--- src/design/lzwd_pkg.sv ---
// ----------------------------------------------------------------------------
// lzwd_pkg
// Shared types and constants for the LZ word decompressor: op codes, parse
// phases, status codes and the per-request result record.
// ----------------------------------------------------------------------------
package lzwd_pkg;

    localparam int WORD_W     = 16;
    localparam int OFFSET_W   = 11;
    localparam int LEN_W      = WORD_W - OFFSET_W;
    localparam int FLAG_CNT_W = 5;

    // items carried under one flag word
    localparam logic [FLAG_CNT_W-1:0] FLAG_ITEMS = 5'd16;

    // request op codes, the unused code changes no state and emits no word
    typedef enum logic [1:0] {
        OP_PUSH    = 2'd0,
        OP_TICK    = 2'd1,
        OP_RESTART = 2'd2
    } op_t;

    typedef enum logic [1:0] {
        PH_FLAG = 2'd0,
        PH_ITEM = 2'd1,
        PH_LEN  = 2'd2
    } phase_t;

    typedef enum logic [1:0] {
        ST_OK         = 2'd0,
        ST_END        = 2'd1,
        ST_BAD_OFFSET = 2'd2,
        ST_REFUSED    = 2'd3
    } status_t;

    // result of one request as seen by the output pipeline
    typedef struct packed {
        logic              emit;
        logic              src_mem;
        logic [WORD_W-1:0] data;
        logic              copy_pending;
        status_t           status;
    } lzwd_item_t;

endpackage

--- src/design/lzwd_parser.sv ---
// ----------------------------------------------------------------------------
// lzwd_parser
// Stream parser state and next-state logic: flag word handling, literal and
// match decoding, copy counting and window bookkeeping for one request.
// ----------------------------------------------------------------------------
module lzwd_parser
    import lzwd_pkg::*;
#(
    parameter int WINDOW_WORDS = 2048,
    parameter int AW           = 11
) (
    input  logic              clk,
    input  logic              rst_n,
    input  logic              fire,
    input  op_t               op,
    input  logic [WORD_W-1:0] word,
    output lzwd_item_t        item,
    output logic [AW-1:0]     rd_addr,
    output logic [AW-1:0]     wr_addr
);

    localparam int          AW1     = AW + 1;
    localparam logic [AW:0] WW_FULL = AW1'(WINDOW_WORDS);

    phase_t                phase_reg, phase_next;
    logic [WORD_W-1:0]     flag_reg, flag_next;
    logic [FLAG_CNT_W-1:0] pos_reg, pos_next;
    logic [OFFSET_W-1:0]   off_reg, off_next;
    logic [WORD_W-1:0]     copy_reg, copy_next;
    logic [AW-1:0]         wp_reg, wp_next;
    logic [AW:0]           ww_reg, ww_next;
    status_t               stream_reg, stream_next;

    logic                  do_match;
    logic                  do_next;
    logic                  do_put;
    logic                  refused;
    logic [WORD_W-1:0]     match_len;
    logic [FLAG_CNT_W-1:0] pos_dec;

    // state registers
    always_ff @(posedge clk or negedge rst_n)
    begin
        if (!rst_n)
        begin
            phase_reg  <= PH_FLAG;
            flag_reg   <= '0;
            pos_reg    <= '0;
            off_reg    <= '0;
            copy_reg   <= '0;
            wp_reg     <= '0;
            ww_reg     <= '0;
            stream_reg <= ST_OK;
        end
        else if (fire)
        begin
            phase_reg  <= phase_next;
            flag_reg   <= flag_next;
            pos_reg    <= pos_next;
            off_reg    <= off_next;
            copy_reg   <= copy_next;
            wp_reg     <= wp_next;
            ww_reg     <= ww_next;
            stream_reg <= stream_next;
        end
    end

    // history source address of a copy and destination of any emitted word
    assign rd_addr = wp_reg - AW'(off_reg);
    assign wr_addr = wp_reg;

    // next state and result of one request
    always_comb
    begin
        phase_next  = phase_reg;
        flag_next   = flag_reg;
        pos_next    = pos_reg;
        off_next    = off_reg;
        copy_next   = copy_reg;
        wp_next     = wp_reg;
        ww_next     = ww_reg;
        stream_next = stream_reg;
        do_match    = 1'b0;
        do_next     = 1'b0;
        do_put      = 1'b0;
        refused     = 1'b0;
        match_len   = '0;
        item        = '0;

        case (op)
            OP_RESTART:
            begin
                phase_next  = PH_FLAG;
                flag_next   = '0;
                pos_next    = '0;
                off_next    = '0;
                copy_next   = '0;
                wp_next     = '0;
                ww_next     = '0;
                stream_next = ST_OK;
            end
            OP_PUSH:
            begin
                if (copy_reg != '0)
                begin
                    refused = 1'b1;
                end
                else if (stream_reg == ST_OK)
                begin
                    case (phase_reg)
                        PH_FLAG:
                        begin
                            flag_next  = word;
                            pos_next   = FLAG_ITEMS;
                            phase_next = PH_ITEM;
                        end
                        PH_ITEM:
                        begin
                            flag_next = {flag_reg[WORD_W-2:0], 1'b0};
                            if (!flag_reg[WORD_W-1])
                            begin
                                // literal word goes out on the push itself
                                do_put    = 1'b1;
                                do_next   = 1'b1;
                                item.emit = 1'b1;
                                item.data = word;
                            end
                            else
                            begin
                                off_next = word[OFFSET_W-1:0];
                                if (word[WORD_W-1:OFFSET_W] == '0)
                                begin
                                    phase_next = PH_LEN;
                                end
                                else
                                begin
                                    do_match  = 1'b1;
                                    match_len = WORD_W'(word[WORD_W-1:OFFSET_W]);
                                end
                            end
                        end
                        PH_LEN:
                        begin
                            do_match  = 1'b1;
                            match_len = word;
                        end
                        default:
                        begin
                        end
                    endcase
                end
            end
            OP_TICK:
            begin
                if (copy_reg != '0)
                begin
                    do_put       = 1'b1;
                    item.emit    = 1'b1;
                    item.src_mem = (off_reg != '0);
                    copy_next    = copy_reg - 1'b1;
                end
            end
            default:
            begin
            end
        endcase

        // match start: end marker, offset check, copy setup
        if (do_match)
        begin
            if (off_next == '0 && match_len == '0)
            begin
                stream_next = ST_END;
            end
            else if (off_next != '0 && AW1'(off_next) > ww_reg)
            begin
                stream_next = ST_BAD_OFFSET;
            end
            else
            begin
                copy_next = match_len;
                do_next   = 1'b1;
            end
        end

        // advance to the next item under the flag word
        pos_dec = (pos_reg != '0) ? pos_reg - 1'b1 : pos_reg;
        if (do_next)
        begin
            pos_next   = pos_dec;
            phase_next = (pos_dec == '0) ? PH_FLAG : PH_ITEM;
        end

        // window write pointer and saturating fill count
        if (do_put)
        begin
            wp_next = wp_reg + 1'b1;
            if (ww_reg != WW_FULL)
            begin
                ww_next = ww_reg + 1'b1;
            end
        end

        item.copy_pending = (copy_next != '0);
        item.status       = refused ? ST_REFUSED : stream_next;
    end

endmodule

--- config.mk ---
export PLATFORM = sky130hd
export DESIGN_NAME = lzwd_parser
export DESIGN_NICKNAME = d
export VERILOG_FILES = /design/src/design/lzwd_pkg.sv /design/src/design/lzwd_parser.sv
export SDC_FILE = /design/constraint.sdc
export NUM_CORES = 1
export LEC_CHECK = 0
export ABC_AREA = 1
export BUFFER_PORTS_ARGS = -buffer_cell sky130_fd_sc_hd__buf_2
export CAP_MARGIN = 20
export CORE_MARGIN = 5
export CORE_UTILIZATION = 45
export DETAILED_ROUTE_END_ITERATION = 8
export PLACE_DENSITY = 0.68
export SLEW_MARGIN = 15
export SYNTH_ARGS = -nofsm -noshare
export SYNTH_HDL_FRONTEND = slang
export SYNTH_SLANG_ARGS = --single-unit
--- constraint.sdc ---
create_clock -name clk -period 7.8 [get_ports clk]
set_input_delay 1.17 -clock clk [delete_from_list [all_inputs] [get_ports clk]]
set_output_delay 1.17 -clock clk [all_outputs]
set_load 0.02 [all_outputs]
==> reports/results.tsv <==
stage	metric	value	unit
setup_path	timing.critical_path.cells	buf_2 -> inv_1 -> ha_1 -> nor2_1 -> inv_1 -> nand2_1 -> a21oi_1 -> inv_1 -> ha_1 -> nand2_1 -> nor2_1 -> nand4_1 -> a21oi_1 -> a211oi_1 -> a21oi_1 -> nand2_4 -> nand3_4 -> nand2_1 -> nand2_1 -> nand2_1 -> nor2_1 -> nand3_1 -> buf_2	
clock_tree	ctsRootBufferMaster	clkbuf_16	
synth	netlist_area	5960	um^2
grt	grtUsageTotal	21.6	%
setup_path	rr_startpoint	phase_reg[1]	
timing	period_share	78.2	%
grt	via_count_of_the_first_global_routing_pass	5565	
setup_path	r2r_setup_slack	4.00	ns
drt	initialDrtViolationCount	562	
cells_and_area	area_growth_syn_to_layout	13.6	%
drt	route.detailed.vias_per_inst	5.32	
min_path	holdPathEnd	pos_reg[4]	
setup_path	critical-path-max-stage-delay	0.54	ns
timing	slew-limit-headroom	43.9	%
grt	number_of_antenna_violations_at_the_first_check_in_global_routing	0	
setup_path	critPathRequiredTime	6.63	ns
grt	grt_max_degree	76	
setup_path	ff2ff_path_depth	26	
setup_path	critPathMostFrequentCell	nand2_1	
timing	max_clk_rate	164	MHz
clock_tree	cts_made_buffers	9	
placement	port_buffers	63	
power_and_ir_drop	cell_internal_pwr	0.814	mW
synth	synth.lib_cells_used.distinct	43	
power_and_ir_drop	p_total	1.27	mW
timing	finalWorstPathRequiredPeriod	6.10	ns
cells_and_area	mostFrequentLayoutCell	nand2_1	
clock_tree	cts_htree_levels	3	
status	outcome	complete, no violations	
timing	worst_pin_slew	0.835	ns
power_and_ir_drop	total_leakage_power	3.55	nW
clock_tree	clock_tree.buffer_depth	2	
timing	totalNegativeSetupSlack	0	ns
setup_path	critical_path.endpoint_type	output pin	
setup_path	r2r-end	phase_reg[1]	
drt	drtPass1Iterations	5	
floorplan	core_region_area	13100	um^2
cells_and_area	nNetsFinal	1011	
synth	synth.ff_latch_count	75	
power_and_ir_drop	worst_ir_drop_vdd	0.112	mV
drt	total_length_of_routed_wires	16900	um
setup_path	criticalPathCategory	in -> out	
synth	synth-warning-count	0	
power_and_ir_drop	power_switching_share	36.0	%
cells_and_area	post_route_cells_drive_above_1_share	12.2	%
synth	synthesis.instances	898	
drt	drt.antenna.violating_nets	0	
drt	routed-via-count	6046	
power_and_ir_drop	power_frac_seq	36.5	%
placement	place_hpwl	12800	um
clock_tree	tritoncts	done	
setup_path	crit_slowest_cell	ha_1	
placement	final_weighted_congestion_in_routability_driven_placement	0.917	
floorplan	floorplan.die.height	125	um
power_and_ir_drop	p_sw	0.458	mW
setup_path	startpoint_type	input pin	
power_and_ir_drop	combinationalPowerShare	29.0	%
cells_and_area	register_area	1880	um^2
grt	grt_pass1_wl	27900	um
timing	rsz0062_at_grt	no	
timing	hold_viol_final	0	
clock_tree	cts_repair_resize_count	0	
clock_tree	cts_num_sinks	75	
floorplan	design.die.area	15700	um^2
min_path	holdCritStartpoint	pos_reg[4]	
cells_and_area	fillers	1335	
cells_and_area	utilization	51.5	%
setup_path	timing.critical_path.arrival	4.93	ns
clock_tree	worstSkewPairLatency	0.34	ns
floorplan	boundaryPins	64	
cells_and_area	multiInputGateArea	3410	um^2
timing	timing.final.setup_violations	0	
floorplan	floorplan.initialDensity	45.4	%
drt	drt_drc_violations_left	0	
timing	whs	0.509	ns
timing	drv_slew	0	
power_and_ir_drop	p_per_area	188	nW/um^2
clock_tree	cts.hold.buffers_added	0	
floorplan	placement_rows	42	
min_path	holdPathStages	2	
clock_tree	clk_pin_slew	0.06	ns
clock_tree	postcts_setup_bufs	0	
floorplan	floorplan.die.width	125	um
cells_and_area	most-common-layout-cells	nand2_1, inv_1, nor2_1	
synth	seq_area_frac_synth	31.5	%
flow_run	maxCapViolCount	0	
min_path	timing.hold.worst.class	reg -> reg	
power_and_ir_drop	clock_power_share	34.5	%
setup_path	worst-path-max-fanout	18	
timing	clock_skew	0.00893	ns
synth	mappedNetlistNets	953	
synth	syn-mean-instance-area	6.64	um^2
grt	grt.overflow.total	0	
cells_and_area	num_antenna_cells	0	
drt	route.detailed.wl_per_inst	14.8	um
==> per-stage QoR <==
| stage | instance area (um^2) | instances | setup WS [ns] |
|---|---|---|---|
| 2_1_floorplan | 5960 | 898 | 2.81 |
| 3_3_place_gp | 6430 | 1120 | 1.94 |
| 3_5_place_dp | 6430 | 1120 | 1.76 |
| 4_1_cts | 6740 | 1136 | 1.75 |
| 5_1_grt | 6770 | 1137 | 1.23 |
| 6_report | 6770 | 1137 | 1.70 |
==> metal layers <==
layer  GRT usage [%]  up-vias  part of all wire (%)  wire length (um)
li1                -     3039                     -                 -
met1            32.2     2774                    49              8210
met2            33.0      214                    44              7370
met3            2.64       19                   6.3              1060
met4            6.57        0                   1.5               248
met5               0        -                     0                 0
==> cells in the mapped netlist, drive strengths merged <==
cell,instances,area share (%)
a21oi,42,3.6
xor2,17,2.5
o2111ai,2,0.29
dfrtp,75,31
ha,33,6.9
nor2,99,6.8
a211oi,1,0.13
nand2,213,14
a31oi,8,0.84
a22oi,1,0.13
nor4,6,0.63
a21boi,1,0.13
or2,4,0.42
o21bai,2,0.25
nand4,24,2.8
o21ai,92,7.7
fa,1,0.34
o21a,1,0.13
nor3b,1,0.13
clkbuf,14,0.88
nor3,35,3.1
nand3,42,4.1
buf,5,0.67
and3,1,0.10
inv,155,9.8
o22ai,17,1.8
clkinv,2,0.13
o211ai,3,0.38
xnor2,1,0.15
==> cell type report <==
type / count / share of cell area, %
multi-input combinational: 647 / 50.4
sequential: 75 / 27.7
inverter: 157 / 8.70
timing repair buffer: 66 / 5.32
clock buffer: 11 / 3.73
tap: 176 / 3.25
clock inverter: 5 / 0.905
==> cells by family (layout without fill, tap and decap cells) <==
| group | Yosys count | count (layout) | synth area share [%] |
|---|---|---|---|
| AOI/OAI and AO/OA | 170 | 170 | 15.4 |
| xor gates and xnor gates | 18 | 18 | 2.64 |
| adders and majority gates | 34 | 34 | 7.26 |
| buffers and inverters | 176 | 239 | 11.4 |
| DFF | 75 | 75 | 31.5 |
| and+or+nand+nor | 425 | 425 | 31.8 |
==> worst max-delay path by stage <==
| stage | from | endpoint | slack, ns | cells after the start |
|---|---|---|---|---|
| 2_1_floorplan | op[0] | item[2] | 2.81 | 24 |
| 3_3_place_gp | op[1] | item[2] | 1.94 | 23 |
| 3_5_place_dp | op[1] | item[2] | 1.76 | 23 |
| 4_1_cts | op[1] | item[2] | 1.75 | 23 |
| 5_1_grt | op[1] | item[2] | 1.23 | 23 |
| 6_report | op[1] | item[2] | 1.70 | 23 |
==> worst max-delay path, delay by kind of cell <==
family          cells  cell delay [ns]
simple gates       12             1.55
fa+ha+maj           2             0.83
compound gates      4             0.72
buf+inv             5             0.65
==> power by group through the flow <==
| stage | logic, mW | registers [mW] | clock network, mW |
|---|---|---|---|
| after CTS | 0.366 | 0.464 | 0.445 |
| after global placement | 0.362 | 0.471 | 0 |
| after detailed placement | 0.364 | 0.470 | 0 |
| after global routing | 0.421 | 0.471 | 0.462 |
| final | 0.369 | 0.465 | 0.439 |
| after floorplan | 0.265 | 0.465 | 0 |
Power figures use the tool's default switching activity.
